===== config.mk =====
export PLATFORM = sky130hd
export DESIGN_NAME = button_debounce_long_press
export DESIGN_NICKNAME = d
export VERILOG_FILES = /design/src/rtl/core/bdlp_pkg.sv /design/src/rtl/core/button_debounce_long_press.sv
export VERILOG_INCLUDE_DIRS = /design/src /design/src/rtl/core
export SDC_FILE = /design/constraint.sdc
export NUM_CORES = 1
export LEC_CHECK = 0
export BUFFER_PORTS_ARGS = -buffer_cell sky130_fd_sc_hd__buf_2
export CORE_ASPECT_RATIO = 0.8
export CORE_MARGIN = 2
export CORE_UTILIZATION = 55
export CTS_CLUSTER_SIZE = 16
export DETAILED_ROUTE_END_ITERATION = 8
export PLACE_DENSITY = 0.72
export SYNTH_ARGS = -nofsm -noshare
export SYNTH_HDL_FRONTEND = slang
export SYNTH_SLANG_ARGS = --single-unit

===== constraint.sdc =====
create_clock -name clock -period 2.65 [get_ports clock]
set_input_delay 0.1325 -clock clock [delete_from_list [all_inputs] [get_ports clock]]
set_output_delay 0.1325 -clock clock [all_outputs]
set_load 0.03 [all_outputs]

===== src/rtl/core/assert_macros.svh =====
// Assertion macros used by the RTL of the button qualifier.
`ifndef ASSERT_MACROS_SVH
`define ASSERT_MACROS_SVH

// Checks a property on every rising clock edge outside reset.
`define ASSERT_CLK(lbl, prop, msg) \
   lbl: assert property (@(posedge clock) disable iff (reset) prop) else $error(msg);

// Checks a property on every rising clock edge, during reset too.
`define ASSERT_ALWAYS(lbl, prop, msg) \
   lbl: assert property (@(posedge clock) prop) else $error(msg);

`endif


===== src/rtl/core/bdlp_pkg.sv =====
// Types and constants of the button debounce and long-press qualifier.
`default_nettype none

package bdlp_pkg;

   localparam int unsigned COUNT_W = 16;

   localparam logic [COUNT_W-1:0] BOUNCE_RESET = 16'd100;
   localparam logic [COUNT_W-1:0] HOLD_RESET   = 16'd700;

   localparam logic [1:0] ST_NONE    = 2'd0;
   localparam logic [1:0] ST_PRESSED = 2'd1;
   localparam logic [1:0] ST_HELD    = 2'd2;

   localparam logic [1:0] PHASE_CODE_IDLE   = 2'd0;
   localparam logic [1:0] PHASE_CODE_SETTLE = 2'd1;
   localparam logic [1:0] PHASE_CODE_DOWN   = 2'd2;

   localparam logic REG_BOUNCE = 1'b0;
   localparam logic REG_HOLD   = 1'b1;

   localparam logic CMD_TICK = 1'b0;
   localparam logic CMD_EDGE = 1'b1;

   typedef enum logic [2:0] {
      PH_IDLE   = 3'b001,
      PH_SETTLE = 3'b010,
      PH_DOWN   = 3'b100
   } phase_type;

   typedef struct packed {
      logic       edge_armed;
      logic [1:0] key_phase;
      logic [1:0] press_status;
   } result_type;

   function automatic logic [1:0] phase_code(input phase_type ph);
      logic [1:0] code;
      unique case (ph)
         PH_IDLE:   code = PHASE_CODE_IDLE;
         PH_SETTLE: code = PHASE_CODE_SETTLE;
         PH_DOWN:   code = PHASE_CODE_DOWN;
         default:   code = PHASE_CODE_IDLE;
      endcase
      return code;
   endfunction

endpackage

`default_nettype wire


===== src/rtl/core/button_debounce_long_press.sv =====
// An accepted item shows its result on rsp in the next cycle.
// One item per cycle while rsp_tready is high; the whole state update is one pass of logic
// between the state registers and the result register.
// A result waiting on rsp does not block the next item while rsp_tready is high.
// Reset is synchronous and active high: idle, armed, status none, counters zero,
// bounce and hold registers at 100 and 700 ticks, no result pending.
`include "assert_macros.svh"
`default_nettype none

module button_debounce_long_press
   import bdlp_pkg::*;
(
   input  wire logic               clock,
   input  wire logic               reset,
   input  wire logic               req_tvalid,
   output logic                    req_tready,
   input  wire logic [7:0]         req_tdata,   // [0] pin_level, [7:1] zero
   input  wire logic               req_tuser,   // [0] cmd
   output logic                    rsp_tvalid,
   input  wire logic               rsp_tready,
   output logic [7:0]              rsp_tdata,   // [1:0] press_status, [3:2] key_phase,
                                                // [4] edge_armed, [7:5] zero
   input  wire logic               csr_we,
   input  wire logic               csr_index,
   input  wire logic [COUNT_W-1:0] csr_wdata
);

   logic [COUNT_W-1:0] bounce_ticks_ff, bounce_ticks_in;
   logic [COUNT_W-1:0] hold_ticks_ff, hold_ticks_in;
   phase_type          phase_ff, phase_in;
   logic [COUNT_W-1:0] settle_count_ff, settle_count_in;
   logic [COUNT_W-1:0] hold_count_ff, hold_count_in;
   logic [1:0]         status_ff, status_in;
   logic               armed_ff, armed_in;
   logic               rsp_valid_ff, rsp_valid_in;
   result_type         result_ff, result_in;
   logic               req_fire;
   logic               pin_high;

   assign req_tready = !rsp_valid_ff || rsp_tready;
   assign req_fire   = req_tvalid && req_tready;
   assign pin_high   = req_tdata[0];

   always_comb begin
      bounce_ticks_in = bounce_ticks_ff;
      hold_ticks_in   = hold_ticks_ff;
      if (csr_we) begin
         unique case (csr_index)
            REG_BOUNCE: bounce_ticks_in = csr_wdata;
            REG_HOLD:   hold_ticks_in   = csr_wdata;
            default:    ;
         endcase
      end
   end

   always_comb begin
      phase_in        = phase_ff;
      settle_count_in = settle_count_ff;
      hold_count_in   = hold_count_ff;
      status_in       = status_ff;
      armed_in        = armed_ff;
      if (req_fire) begin
         if (req_tuser == CMD_EDGE) begin
            if (phase_ff == PH_IDLE && armed_ff) begin
               armed_in        = 1'b0;
               phase_in        = PH_SETTLE;
               settle_count_in = bounce_ticks_ff;
            end
         end else begin
            unique case (phase_ff)
               PH_SETTLE: begin
                  if (settle_count_ff != '0) begin
                     settle_count_in = settle_count_ff - COUNT_W'(1);
                  end else if (pin_high) begin
                     phase_in      = PH_DOWN;
                     status_in     = ST_PRESSED;
                     hold_count_in = hold_ticks_ff;
                  end else begin
                     phase_in = PH_IDLE;
                     armed_in = 1'b1;
                  end
               end
               PH_DOWN: begin
                  if (!pin_high) begin
                     phase_in  = PH_IDLE;
                     status_in = ST_NONE;
                     armed_in  = 1'b1;
                  end else if (hold_count_ff != '0) begin
                     hold_count_in = hold_count_ff - COUNT_W'(1);
                  end else begin
                     status_in = ST_HELD;
                  end
               end
               PH_IDLE: ;
               default: ;
            endcase
         end
      end
   end

   always_comb begin
      rsp_valid_in = rsp_valid_ff;
      result_in    = result_ff;
      if (req_fire) begin
         rsp_valid_in           = 1'b1;
         result_in.press_status = status_in;
         result_in.key_phase    = phase_code(phase_in);
         result_in.edge_armed   = armed_in;
      end else if (rsp_tready) begin
         rsp_valid_in = 1'b0;
      end
   end

   always_ff @(posedge clock) begin
      if (reset) begin
         bounce_ticks_ff <= BOUNCE_RESET;
         hold_ticks_ff   <= HOLD_RESET;
         phase_ff        <= PH_IDLE;
         settle_count_ff <= '0;
         hold_count_ff   <= '0;
         status_ff       <= ST_NONE;
         armed_ff        <= 1'b1;
         rsp_valid_ff    <= 1'b0;
      end else begin
         bounce_ticks_ff <= bounce_ticks_in;
         hold_ticks_ff   <= hold_ticks_in;
         phase_ff        <= phase_in;
         settle_count_ff <= settle_count_in;
         hold_count_ff   <= hold_count_in;
         status_ff       <= status_in;
         armed_ff        <= armed_in;
         rsp_valid_ff    <= rsp_valid_in;
      end
   end

   always_ff @(posedge clock) begin
      result_ff <= result_in;
   end

   assign rsp_tvalid = rsp_valid_ff;
   assign rsp_tdata  = {3'b000, result_ff};

   // The edge-armed flag is set exactly when the key is idle.
   `ASSERT_CLK(a_armed_idle, (armed_ff == (phase_ff == PH_IDLE)), "armed differs from idle phase")
   // A nonzero status is only reported while the key is down.
   `ASSERT_CLK(a_status_down, ((status_ff != ST_NONE) == (phase_ff == PH_DOWN)), "status out of phase")
   // An accepted edge while idle starts settling with the bounce count.
   `ASSERT_CLK(a_edge_load, (req_fire && req_tuser == CMD_EDGE && phase_ff == PH_IDLE |=> phase_ff == PH_SETTLE && settle_count_ff == $past(bounce_ticks_ff)), "edge did not start settling")
   // Every accepted item leaves a result pending in the next cycle.
   `ASSERT_ALWAYS(a_fire_result, (!reset && req_fire |=> reset || rsp_valid_ff), "accepted item gave no result")

endmodule

`default_nettype wire

* Yosys cells after proc, flatten, opt, wreduce, memory -nomap -nowiden
Index checks and enable logic that the tools add are counted.
** Operators by class
- Add/sub/neg operators :: 2
- Equal/unequal tests :: 10
- Multiplexer cells :: 32
- Bitwise logic cells :: 2
- Reductions and logical operators :: 14
** Operators with widths (count)
- $mux W16 :: 8
- $pmux W16 S2 :: 1
- $reduce_bool A16 Y1 :: 2
- $sub A16 B1 Y16 const B :: 2
- $mux W3 :: 6
- $mux W2 :: 6
- $ne A2 B2 Y1 const B :: 4
- $pmux W2 S2 :: 2
- $reduce_bool A2 Y1 :: 4
- $mux W1 :: 7
- $reduce_and A7 Y1 :: 1
- $eq A3 B2 Y1 const B :: 2
- $eq A3 B3 Y1 const B :: 2
- $pmux W3 S2 :: 1
- $reduce_and A2 Y1 :: 2
- $reduce_and A4 Y1 :: 1
- $eq A3 B1 Y1 const B :: 1
- $logic_and A1 B1 Y1 :: 2
- $ne A2 B1 Y1 const B :: 1
- $not A1 Y1 :: 2
- $pmux W1 S2 :: 1
- $logic_not A1 Y1 :: 1
- $logic_or A1 B1 Y1 :: 1
** Word-level totals
- Register bits :: 76
- Bits of input ports :: 31
- Output and inout bits :: 10
- Word-level logic and storage cells :: 71

* Depth between registers and ports, before layout
- Word-level depth :: 7
- Mapped depth :: 9
- Depth with buffers taken out :: 7

* Least setup slack after synthesis
No wires, ideal clock.
- Kind :: flip-flop to flip-flop
- From :: register hold_count_ff[0]
- To :: register hold_count_ff[8]
- Setup time :: 0.101 ns
- Arrival :: 2.362 ns
- Required time :: 2.549 ns
- Slack :: 0.188 ns
- Cell stages (with the launch flop) :: 10
- Buffers on the path :: 2
- Clock period less this slack :: 2.462 ns
- Cell sequence :: dfxtp_1 > inv_1 > ha_1 > or4b_1 > or4_1 > buf_2 > o21a_1 > buf_2 > a211o_1 > o41ai_1
** On the way
- Cells in the longest elaborated chain, start to end :: 4
- Elaborated cells between the ends (all ways) :: 7
- Classes of those cells :: 1 x add/sub; 1 x eq/ne; 3 x mux; 2 x reduce/logical
** Ends and longest elaborated chain
- from (decl) :: RTL line button_debounce_long_press.sv:32 : logic [COUNT_W-1:0] hold_count_ff, hold_count_in;
- from (signal assigned) :: RTL line button_debounce_long_press.sv:129 : hold_count_ff <= hold_count_in;
- $sub A16 B1 Y16 :: RTL line button_debounce_long_press.sv:89 : hold_count_in = hold_count_ff - COUNT_W'(1);
- $mux W16 :: RTL line button_debounce_long_press.sv:88 : end else if (hold_count_ff != '0) begin
- $mux W16 :: RTL line button_debounce_long_press.sv:84 : if (!pin_high) begin
- $pmux W16 S2 :: RTL line button_debounce_long_press.sv:70 : unique case (phase_ff)
Parallel ways exist; a longest one is shown, timed or not. The select of a mux whose other input is x is not followed.
A chain may end at the register's enable or synchronous reset.

* Worst setup path after layout
Same ends and word-level chain as after synthesis.

==> metrics.md <==
| Metric | Value |
|---|---|
| WS Path Type | `flip-flop to flip-flop` |
| Syn Std Cell Area | `a little under 4000 sq um` |
| Share of cells above drive strength 1 | `13.7%` |
| Critical Path RT | `about 2.9 ns` |
| Core ar. | `approximately 7000 sq um` |
| Worst path setup slack after routing | `between 0.1 and 0.15 ns` |
| Die ar. | `a little under 8000 sq um` |
| Total CTS buffers | `9` |
| CTS HTree Levels | `3` |
| ANT nets after route | `0` |
| VDD IR max | `slightly below 0.4 mV` |
| Comb power frac | `between 10% and 20%` |
| Die W | `roughly 100 um` |
| Unrepaired setup endpoints after global routing | `no` |
| Die Ht | `79.0 um` |
| Fmax achieved | `394 MHz` |
| Core Rows | `27` |
| Avg Inst Size Synth | `7.74 sq um` |
| Crit. End Element | `flip-flop` |
| Global Route Usage Sum | `between 20% and 30%` |
| Synth Warn # | `0` |
| P_leak | `1.63 nW` |
| Max Root-Sink Buffers | `2` |
| Routed len/inst | `roughly 17 um` |
| Internal | `1.97 mW` |
| Initial drt markers | `between 300 and 400` |
| Max cap viols | `0` |
| Worst min path class | `input pin to flip-flop` |
| Clock Latency Late Sink | `~0.35 ns` |
| # nets final | `~550` |
| Vias in the first global route | `3385` |
| Slew @ Worst Pin | `roughly 1.1 ns` |
| Final core occ | `approximately 63%` |
| Clock Pin Slew Worst Setup and Hold Paths | `around 0.09 ns` |
| Clock Skew | `~0.0080 ns` |
| Worst EP arrival | `2.78 ns` |
| Pwr Density | `around 640 nW/um^2` |
| Diodes inserted | `0` |
| Post-place setup slack | `0.0956 ns` |
| Max FO, Critical Path | `9` |
| Clk sink count | `76` |
| Sw frac | `around 29%` |
| Endpoints failing setup | `0` |
| Grt ovf | `0` |
| Largest net degree at the start of global routing | `68` |
| Max-slew headroom at the worst pin | `28.8%` |
| Cts hold-fix bufs | `0` |
| Commonest non-fill, non-tap cell in the layout | `nand2_1` |
| CTS tree | `yes` |
| First-pass GRT wire length | `~17000 um` |
| Post-synth EDFFs | `5` |
| Status | `complete, no violations` |
| CP Launch Type | `flip-flop` |
| Sequential share of the synthesized area | `around two fifths` |
| Async set or reset register ratio after synthesis | `0%` |
| Initial core utilization | `between 50% and 60%` |
| Pre-Repair DR Iteration Count | `6` |
| Vias | `between 3000 and 4000` |
| Final Max Slew Viols | `0` |
| Vias per inst | `a little over 6` |
| Area Overhead vs Synth | `12.1%` |
| IO buf count | `30` |
| Initial antenna violation count | `0` |
| Fin crit period | `2.54 ns` |
| Most frequent cells in the layout | `nand2_1 (75), dfxtp_1 (71), a21oi_1 (66)` |
| Final wirelength | `~10000 um` |
| Clock share of power | `approximately two fifths` |
| Post-DP HPWL | `roughly 7000 um` |
| Syn Inst Count | `500` |
| Final Hold Fails | `0` |
| Setup TNS | `0 ns` |
| DRC | `0` |
| Root Buffer | `clkbuf_8` |
| Register share of total power | `44.6%` |
| Main flop type after synthesis | `dfxtp_1` |
| Total power | `~2.8 mW` |
| Hold slack | `around 0.0075 ns` |
| Final worst-path cycle share | `between 90% and 100%` |
| Boundary Pins | `41` |
| Routability Congestion | `around 0.87` |
| Post-synthesis register bit count | `76` |
| Post-synth cell types | `50` |
| Switch Pwr | `around 0.82 mW` |
cells in the mapped netlist, types with 2 or more instances:
master    count  area share (%)
nand4_1       3            0.48
and3_1        9             1.5
o311ai_0     14             3.2
ha_1          2            0.65
or3b_2        2            0.45
nor3_1       22             2.8
a211o_1       3            0.68
o21a_1        2            0.39
nand2b_1      6            0.97
buf_2         5            0.65
and2_1        3            0.48
clkbuf_1     26             2.5
a211oi_1      2            0.39
nor2b_1       3            0.48
nand2_1      75             7.3
or3_1         8             1.3
nor4_1        7             1.1
nand3b_1      4            0.78
o41ai_1       2            0.45
a41oi_1       2            0.45
buf_4         4            0.78
or4_1         6             1.2
a21oi_1      66             8.5
inv_1        12             1.2
o31ai_1      26             5.0
nand3_1      17             2.2
a22o_1        4            0.90
buf_1         7            0.68
nor3b_1       6             1.2
edfxtp_1      5             3.9
o31a_1        2            0.45
o21ai_0       9             1.2
a31oi_1       4            0.65
nor2_1       41             4.0
o32ai_1       2            0.45
dfxtp_1      71              37
a22oi_1       5            0.97
through the flow:
step / instances / instance area, sq um
after detailed placement: 595 / 4090
after global routing: 611 / 4340
after CTS: 611 / 4340
after floorplan: 502 / 3880
final: 611 / 4340
after global placement: 595 / 4090
worst max-delay path, cell delays in order, from the launching register on:
cell,delay (ns)
dfxtp_1,0.34
inv_1,0.08
ha_1,0.18
or4b_1,0.48
or4_1,0.66
o21a_2,0.33
a211o_1,0.31
o41ai_1,0.07
flip-flops by register name (all words and copies together), names as in the netlist:
register         flops
hold_count_ff       16
hold_ticks_ff       16
rsp_tdata            5
rsp_tvalid           1
settle_count_ff     16
phase_ff             3
bounce_ticks_ff     16
status_ff            2
armed_ff             1
power by group through the flow:
stage	registers, mW	clock network [mW]	logic (mW)
4_1_cts	1.25	1.08	0.475
3_5_place_dp	1.27	0	0.471
3_3_place_gp	1.27	0	0.463
6_report	1.25	1.06	0.483
2_1_floorplan	1.27	0	0.327
5_1_grt	1.25	1.12	0.534
timing repair:
action,4_1_cts,5_1_grt
endpoints found under the setup margin,0,5
setup buffers,0,0
endpoints found under the hold margin,0,0
resized for setup,0,1
worst paths after layout:
check                            from                   to  slack (ns)  depth (start not counted)
setup / recovery     hold_count_ff[0]     hold_count_ff[8]        0.11                          7
hold / removal           csr_wdata[7]     hold_ticks_ff[7]       0.007                          3
setup reg to reg     hold_count_ff[0]     hold_count_ff[8]        0.11                          7
hold reg to reg   bounce_ticks_ff[15]  bounce_ticks_ff[15]        0.47                          2
layout make-up:
cell class,instances,area (sq um)
Multi-Input combinational cell,372,2080
Clock buffer,10,149
Inverter,12,45.0
Sequential cell,76,1570
Timing Repair Buffer,48,285
Clock inverter,6,93.8
Fill cell,646,2520
Tap cell,87,109
per-layer routing:
metal,global-route usage [%],vias up,part of all wire [%]
met5,0,-,0
met4,5.14,0,0.68
met3,6.16,8,7.7
met2,41.3,162,44
met1,40.3,1762,47
li1,-,1862,-
cell families after synthesis:
logic type	synth area share (%)
AO/OA/AOI/OAI	25.4
adder cells (fa/ha/maj)	0.646
buffers and inverters	5.79
flip-flops	40.6
other	0.0969
AND/OR/NAND/NOR	27.4
(Power assumes the default switching activity.)
